[src/hdl/randomized_block_hadamard_rotation_defines.svh]
// assertion macros shared by the rotation block modules
// depends on nothing; define NO_ASSERTIONS to compile them out
`ifndef RANDOMIZED_BLOCK_HADAMARD_ROTATION_DEFINES_SVH
`define RANDOMIZED_BLOCK_HADAMARD_ROTATION_DEFINES_SVH

`ifndef NO_ASSERTIONS
`define RBH_ASSERT(lbl, clk, rst_n, prop, msg) \
    lbl: assert property (@(posedge clk) disable iff (!rst_n) prop) else $error(msg);
`define RBH_NEVER(lbl, clk, rst_n, cond, msg) \
    lbl: assert property (@(posedge clk) disable iff (!rst_n) !(cond)) else $error(msg);
`else
`define RBH_ASSERT(lbl, clk, rst_n, prop, msg)
`define RBH_NEVER(lbl, clk, rst_n, cond, msg)
`endif

`endif

[src/hdl/rbh_pkg.sv]
// shared types, constants and helpers of the block hadamard rotation
// used by every module of the block but rbh_ram; depends on nothing
`default_nettype none

package rbh_pkg;

    localparam int MAX_DIM_DEF    = 1024;
    localparam int ROUNDS_DEF     = 2;
    localparam int VALUE_BITS_DEF = 32;

    localparam int OP_W    = 2;
    localparam int RND_W   = 3;
    localparam int IDX_W   = 10;
    localparam int POS_W   = 10;
    localparam int VAL_W   = 32;
    localparam int SCALE_W = 18;
    localparam int LEN_W   = 11;
    localparam int GW      = 64;
    localparam int PADDR_W = 3;
    localparam int PDATA_W = 32;

    localparam logic [LEN_W-1:0] LEN_RESET  = 11'd1024;
    localparam logic [31:0]      INV_SQRT2  = 32'd3037000500;
    localparam logic [0:0]       REG_VECTOR_LENGTH = 1'b0;

    typedef enum logic [OP_W-1:0] {
        OP_TABLE = 2'd0,
        OP_DATA  = 2'd1,
        OP_READ  = 2'd2
    } t_op;

    typedef enum logic [4:0] {
        S_IDLE, S_DECODE, S_SCALE, S_RD_OUT, S_ROT_START,
        S_G_PERM, S_G_SRC, S_G_WR,
        S_B_RDA, S_B_RDB, S_B_WRA, S_B_WRB,
        S_N_RD, S_N_MAG, S_N_LO, S_N_HI, S_N_WR
    } t_state;

    typedef struct packed {
        logic load;
        logic tbl_write;
        logic mul;
        logic vs_write;
        logic rd_item;
        logic out_load;
        logic rot_init;
        logic perm_rd;
        logic src_rd;
        logic g_wr;
        logic inc_i;
        logic clr_i;
        logic bf_init;
        logic g_rd_a;
        logic g_rd_b;
        logic lat_a;
        logic wr_sum;
        logic wr_diff;
        logic inc_q;
        logic next_stage;
        logic g_rd_n;
        logic n_mag;
        logic n_lo;
        logic n_hi;
        logic wb_wr;
        logic next_round;
    } t_cmd;

    typedef struct packed {
        t_op  op;
        logic last;
        logic len_nonzero;
        logic i_last;
        logic q_last;
        logic s_last;
        logic r_last;
        logic k_zero;
        logic out_free;
    } t_status;

    // round to nearest, ties away from zero, on a magnitude
    function automatic logic [GW-1:0] round_shift(input logic [GW-1:0] x,
                                                  input logic [4:0] s);
        logic [GW-1:0] half;
        half = (s == 5'd0) ? '0 : (64'd1 << (s - 5'd1));
        round_shift = (s == 5'd0) ? x : ((x + half) >> s);
    endfunction

endpackage

`default_nettype wire

[src/hdl/rbh_ctrl.sv]
// sequencer of the rotation block: decodes items and steps the rounds
// depends on rbh_pkg and the assertion macros header
`default_nettype none
`include "randomized_block_hadamard_rotation_defines.svh"

module rbh_ctrl import rbh_pkg::*; (
    input  wire logic    i_clk,
    input  wire logic    i_rst_n,
    input  wire logic    i_valid,
    output logic         o_ready,
    input  wire t_status i_st,
    output t_cmd         o_cmd
);
    t_state r_state, n_state;
    logic   w_accept;

    assign o_ready  = (r_state == S_IDLE);
    assign w_accept = i_valid && o_ready;

    always_ff @(posedge i_clk) begin
        if (!i_rst_n) begin
            r_state <= S_IDLE;
        end else begin
            r_state <= n_state;
        end
    end

    always_comb begin
        n_state = r_state;
        o_cmd   = '0;
        case (r_state)
            S_IDLE: begin
                if (w_accept) begin
                    o_cmd.load = 1'b1;
                    n_state    = S_DECODE;
                end
            end
            S_DECODE: begin
                case (i_st.op)
                    OP_TABLE: begin
                        o_cmd.tbl_write = 1'b1;
                        n_state         = S_IDLE;
                    end
                    OP_DATA: begin
                        o_cmd.mul = 1'b1;
                        n_state   = S_SCALE;
                    end
                    OP_READ: begin
                        o_cmd.rd_item = 1'b1;
                        n_state       = S_RD_OUT;
                    end
                    default: n_state = S_IDLE;
                endcase
            end
            S_SCALE: begin
                o_cmd.vs_write = 1'b1;
                n_state = (i_st.last && i_st.len_nonzero) ? S_ROT_START : S_IDLE;
            end
            S_RD_OUT: begin
                if (i_st.out_free) begin
                    o_cmd.out_load = 1'b1;
                    n_state        = S_IDLE;
                end
            end
            S_ROT_START: begin
                o_cmd.rot_init = 1'b1;
                n_state        = S_G_PERM;
            end
            S_G_PERM: begin
                o_cmd.perm_rd = 1'b1;
                n_state       = S_G_SRC;
            end
            S_G_SRC: begin
                o_cmd.src_rd = 1'b1;
                n_state      = S_G_WR;
            end
            S_G_WR: begin
                o_cmd.g_wr = 1'b1;
                if (i_st.i_last) begin
                    o_cmd.clr_i = 1'b1;
                    if (i_st.k_zero) begin
                        n_state = S_N_RD;
                    end else begin
                        o_cmd.bf_init = 1'b1;
                        n_state       = S_B_RDA;
                    end
                end else begin
                    o_cmd.inc_i = 1'b1;
                    n_state     = S_G_PERM;
                end
            end
            S_B_RDA: begin
                o_cmd.g_rd_a = 1'b1;
                n_state      = S_B_RDB;
            end
            S_B_RDB: begin
                o_cmd.g_rd_b = 1'b1;
                o_cmd.lat_a  = 1'b1;
                n_state      = S_B_WRA;
            end
            S_B_WRA: begin
                o_cmd.wr_sum = 1'b1;
                n_state      = S_B_WRB;
            end
            S_B_WRB: begin
                o_cmd.wr_diff = 1'b1;
                if (i_st.q_last) begin
                    if (i_st.s_last) begin
                        n_state = S_N_RD;
                    end else begin
                        o_cmd.next_stage = 1'b1;
                        n_state          = S_B_RDA;
                    end
                end else begin
                    o_cmd.inc_q = 1'b1;
                    n_state     = S_B_RDA;
                end
            end
            S_N_RD: begin
                o_cmd.g_rd_n = 1'b1;
                n_state      = S_N_MAG;
            end
            S_N_MAG: begin
                o_cmd.n_mag = 1'b1;
                n_state     = S_N_LO;
            end
            S_N_LO: begin
                o_cmd.n_lo = 1'b1;
                n_state    = S_N_HI;
            end
            S_N_HI: begin
                o_cmd.n_hi = 1'b1;
                n_state    = S_N_WR;
            end
            S_N_WR: begin
                o_cmd.wb_wr = 1'b1;
                if (i_st.i_last) begin
                    if (i_st.r_last) begin
                        n_state = S_IDLE;
                    end else begin
                        o_cmd.next_round = 1'b1;
                        n_state          = S_G_PERM;
                    end
                end else begin
                    o_cmd.inc_i = 1'b1;
                    n_state     = S_N_RD;
                end
            end
            default: n_state = S_IDLE;
        endcase
    end

    `RBH_ASSERT(a_accept_decodes, i_clk, i_rst_n, w_accept |=> (r_state == S_DECODE), "accepted item not decoded")
    `RBH_NEVER(a_out_no_overrun, i_clk, i_rst_n, o_cmd.out_load && !i_st.out_free, "result register overrun")
endmodule

`default_nettype wire

[config.mk]
export PLATFORM = sky130hd
export DESIGN_NAME = rbh_ctrl
export DESIGN_NICKNAME = d
export VERILOG_FILES = /design/src/hdl/rbh_pkg.sv /design/src/hdl/rbh_ctrl.sv
export VERILOG_INCLUDE_DIRS = /design/src /design/src/hdl
export SDC_FILE = /design/constraint.sdc
export NUM_CORES = 1
export LEC_CHECK = 0
export ABC_CLOCK_PERIOD_IN_PS = 2700
export BUFFER_PORTS_ARGS = -buffer_cell sky130_fd_sc_hd__buf_2
export CAP_MARGIN = 20
export CELL_PAD_IN_SITES_DETAIL_PLACEMENT = 0
export CELL_PAD_IN_SITES_GLOBAL_PLACEMENT = 1
export CORE_UTILIZATION = 30
export DETAILED_ROUTE_END_ITERATION = 8
export PLACE_DENSITY_LB_ADDON = 0.3
export SYNTH_ARGS = -nofsm -noshare
export SYNTH_HDL_FRONTEND = slang
export SYNTH_SLANG_ARGS = --single-unit
export TNS_END_PERCENT = 50
[constraint.sdc]
create_clock -name i_clk -period 2.7 [get_ports i_clk]
set_clock_uncertainty 0.05 [all_clocks]
set_input_delay 0 -clock i_clk [delete_from_list [all_inputs] [get_ports i_clk]]
set_output_delay 0 -clock i_clk [all_outputs]
set_load 0.01 [all_outputs]
### Yosys cells after proc, flatten, opt, wreduce, memory -nomap -nowiden

Cells that the tools add are included.

| storage, ports and cells | value |
|---|---|
| output and inout bits | 27 |
| bits of input ports | 13 |
| bits in writable memories | 0 |
| latch bits | 0 |
| flip-flop bits (word level) | 5 |
| memories kept | 0 |
| memory bits (read-only) | 0 |

| operators by class | value |
|---|---|
| add/sub/neg operators | 0 |
| multiplexer cells | 44 |
| magnitude comparators | 0 |
| multipliers | 0 |
| reductions and logical operators | 6 |
| equality and inequality tests | 20 |
| bitwise logic cells | 0 |
| shift-type cells | 0 |
| div/mod/pow operators | 0 |

Operator list:

| cell | count |
|---|---|
| 5-bit case mux with 17 select lines | 1 |
| 5-bit by 4-bit == test with 1-bit output, second input constant | 8 |
| 1-bit 2-to-1 mux | 27 |
| 5-bit by 3-bit == test with 1-bit output, second input constant | 4 |
| 3-bit 2-to-1 mux | 6 |
| 5-bit by 2-bit == test with 1-bit output, second input constant | 2 |
| 2-bit 2-to-1 mux | 5 |
| 5-bit 2-to-1 mux | 2 |
| 4-bit 2-to-1 mux | 2 |
| 5-bit by 1-bit == test with 1-bit output, second input constant | 1 |
| 5-bit == test, second input constant | 1 |
| 5-bit zero test | 1 |
| 2-bit case mux with 2 select lines | 1 |
| 2-bit by 1-bit == test with 1-bit output, second input constant | 1 |
| 2-bit == test, second input constant | 1 |
| 1-bit logical AND | 2 |
| 2-bit zero test | 1 |
| 2-bit by 1-bit inequality test with 1-bit output, second input constant | 1 |
| 2-bit inequality test, second input constant | 1 |
| 2-bit AND reduction | 1 |
| 2-bit OR reduction | 1 |

### Depth between registers and ports, before layout

| depth | value |
|---|---|
| depth in word-level cells | 4 |
| mapped depth | 6 |
| mapped depth without buffers | 6 |

### Least setup slack after synthesis

OpenSTA, ideal clock, no wires.

| timing | value |
|---|---|
| path type | flip-flop to output port |
| from | reg r_state[0] |
| to | out o_cmd[13] (netlist name) |
| arrival time | 1.355 ns |
| setup slack | 1.295 ns |
| path buffers | 1 |
| cell stages (with the launch flop) | 6 |
| cells stage by stage | dfxtp_1 -> buf_4 -> or3b_4 -> nor2_2 -> and2_1 -> and2b_1 |

RTL lines:

| item | RTL line | source |
|---|---|---|
| from (decl) | rbh_ctrl.sv:14 | `t_state r_state, n_state;` |
| from (signal assigned) | rbh_ctrl.sv:24 | `r_state <= n_state;` |
| to (decl) | rbh_ctrl.sv:12 | `output t_cmd o_cmd` |

==> out/qor.csv <==
metric,value,unit
status,"finished, final reports clean",
initial antenna violation count,0,
worst setup margin,0.778,ns
Worst Reg-to-Reg Cells,4,
Overall Global Routing Usage,17.5,%
Largest regs,r_state x5,
sequential share of power,35.7,%
combinational power share,33.4,%
H-tree levels,1,
Fill cells,221,
Synth cell types,42,
CTS tree,yes,
Largest register FFs,5,
min cycle time layout,1.92,ns
post-synthesis adder-cell area fraction,5.64,%
Yosys reg bits,5,
first-pass GRT wire length,3370,µm
largest reg by FF count,r_state,
largest family of logic cells by synthesized area,simple AND/OR/NAND/NOR gates,
Crit Path Category,reg2out,
Max-Cap Viols,0,
unrepaired setup endpoints after global routing,false,
Synth Area in Compound Gates,18.4,%
Critical Path Source Type,flip-flop,
n_diodes,0,
cell area after layout,878,µm²
GRT overflow,0,
Peak Freq,0.520,GHz
CTS root buf,clkbuf_4,
Syn Area/Cell,6.93,µm²
DRT Wirelength,1950,µm
Post-synth ARST share,0,%
Clock transition at path regs,0.04,ns
Synthesized Nets,112,
ys flop type,dfxtp_1,
Setup TNS,0,ns
Core Rows,16,
Final Cycle Share,71.2,%
critical path peak fanout,20,
nets,149,
Clock Path Buffers,2,
CTS Sinks,5,
Worst setup EP type,output port,
worst setup path startpoint,r_state[0],
WP data arrival,1.87,ns
number of global-route vias before repair,746,
Buffers on Ports,39,
routability cong.,0.767,
top-area cell type share of the netlist area,15.0,%
R2R Path End,r_state[2],
maximum VDD drop,0.000168,V
CP Data Required Time,2.65,ns
Post-Synth XOR/XNOR Area,0,%
Sw Ratio,34.5,%
# IOs,40,
core area,2020,µm²
die width,49.1,µm
biggest area consumer among synthesized cells,dfxtp_1,
pin count of the biggest net entering global routing,21,
clock share of power,30.9,%
"EDFF count, synth",0,
Fin. Hold Viols,0,
layout cells sized above 1,36.4,%
DRC violations left,0,
Post-CTS Setup Repair Bufs,0,
Mapped Cells,96,
hold buffer count at cts,2,
ranking of synthesized cells by area,"dfxtp_1 (15%), nor2_1 (10%), ha_1 (5.6%), nor3_1 (5.3%), buf_4 (4.5%)",
DP HPWL,1410,µm
Initial Utilization,32.9,%
Detailed Routing Iterations Pass 1,4,
"worst slack, placed",1.04,ns
reg2reg start,r_state[0],
Simple-Gate Fraction of Synth Area,48.1,%
worst skew pair latency,0.24,ns
Antenna Violating Nets Remaining,0,
average routed wire per standard cell,12.2,µm
synth warn,0,
post-synthesis mux area share,0,%
area grow syn2layout,32.0,%
Num CTS Buffers,3,
CP Capture Point,o_cmd[13],
sequential share of the synthesized area,15.0,%
Final Max Slew Viols,0,
power after layout,277,µW
net switching power,95.6,µW
DR iter-0 viols,5,
DP Area,832,µm²
cell area after synthesis,666,µm²
cell area power density,315,nW/µm²
CTS resizes,0,
Internal Power,181,µW
Tightest Hold Check Type,in2reg,
via count,812,
Util after Layout,43.4,%
Via density,5.11,
Finish-stage setup viols,0,
die height,49.1,µm
Die ar.,2410,µm²
Worst R2R Setup Slack,1.03,ns
max_slew headroom,60.6,%
worst-margin pin slew,0.591,ns
Lkg Pwr,0.449,nW
## cell families after synthesis
logic type | after synthesis
and+or+nand+nor | 57
AOI/OAI and AO/OA | 16
buffers and inverters | 15
DFF | 5
adders and majority gates | 3
## worst max-delay path, cell delays in order (launching register included)
cell and delay, ns:
dfxtp_1 0.68, or3b_4 0.48, nor2_2 0.10, and2_1 0.14
and2b_1 0.11, buf_2 0.12
## Yosys cell counts, drive strengths merged, types with 2 or more instances
| cell | count |
|---|---|
| and2 | 3 |
| nor2b | 2 |
| or3b | 2 |
| nor3 | 8 |
| a21oi | 3 |
| nand2b | 3 |
| nand3b | 2 |
| and2b | 2 |
| nor4 | 2 |
| inv | 6 |
| nand2 | 4 |
| o21ai | 2 |
| ha | 3 |
| clkbuf | 3 |
| nor2 | 20 |
| buf | 6 |
| dfxtp | 5 |
| and3 | 2 |
| a31oi | 2 |
## cell usage in the layout, fill, tap and decap left out, types with 3 or more instances in the layout
cell type | synthesis | layout
a21oi_1 | 3 | 3
nor2_1 | 18 | 18
inv_1 | 6 | 6
nor3_1 | 7 | 7
and2_1 | 3 | 3
dfxtp_1 | 5 | 5
buf_2 | 1 | 39
nand2_1 | 4 | 4
ha_1 | 3 | 3
nand2b_1 | 3 | 3
clkbuf_4 | 1 | 3
## how the worst min path moves through the flow
stage               startpoint  cells past startpoint         end
floorplan              i_st[3]                      1    o_cmd[6]
global placement       i_st[0]                      2  r_state[0]
detailed placement     i_st[0]                      2  r_state[0]
CTS                    i_st[3]                      3  r_state[2]
global route           i_st[3]                      3  r_state[2]
finish                 i_st[3]                      3  r_state[2]
## per-stage QoR
step                std cells  hold slack (ns)
global route              159           0.0760
CTS                       159           0.0537
detailed placement        153            0.191
finish                    159           0.0585
floorplan                  96         -0.00247
global placement          153            0.189
## area by class of cell
class                   count  area, µm²  share of cell area (%)
well taps                  27       33.8                    3.85
clock buffers               4       26.3                    2.99
inverters                   6       22.5                    2.56
flip-flops and latches      5        100                    11.4
multi-input cells          76        480                    54.7
repair buffers             41        215                    24.5
## power groups by stage
stage | clock network (mW) | registers [mW] | logic, mW
2_1_floorplan | 0 | 0.0818 | 0.0822
3_5_place_dp | 0 | 0.0995 | 0.0893
4_1_cts | 0.0889 | 0.0985 | 0.0926
5_1_grt | 0.0964 | 0.101 | 0.104
3_3_place_gp | 0 | 0.0995 | 0.0887
6_report | 0.0856 | 0.0990 | 0.0925
## per-layer routing
metal  vias up  track usage [%]  part of all wire, %
met4         0             5.88                 0.67
met2        35             29.5                   47
met5         -                0                    0
met1       365             22.7                   46
met3         2             2.18                  6.3
li1        410                -                    -
Note: power is estimated with default switching activity, not from simulation.
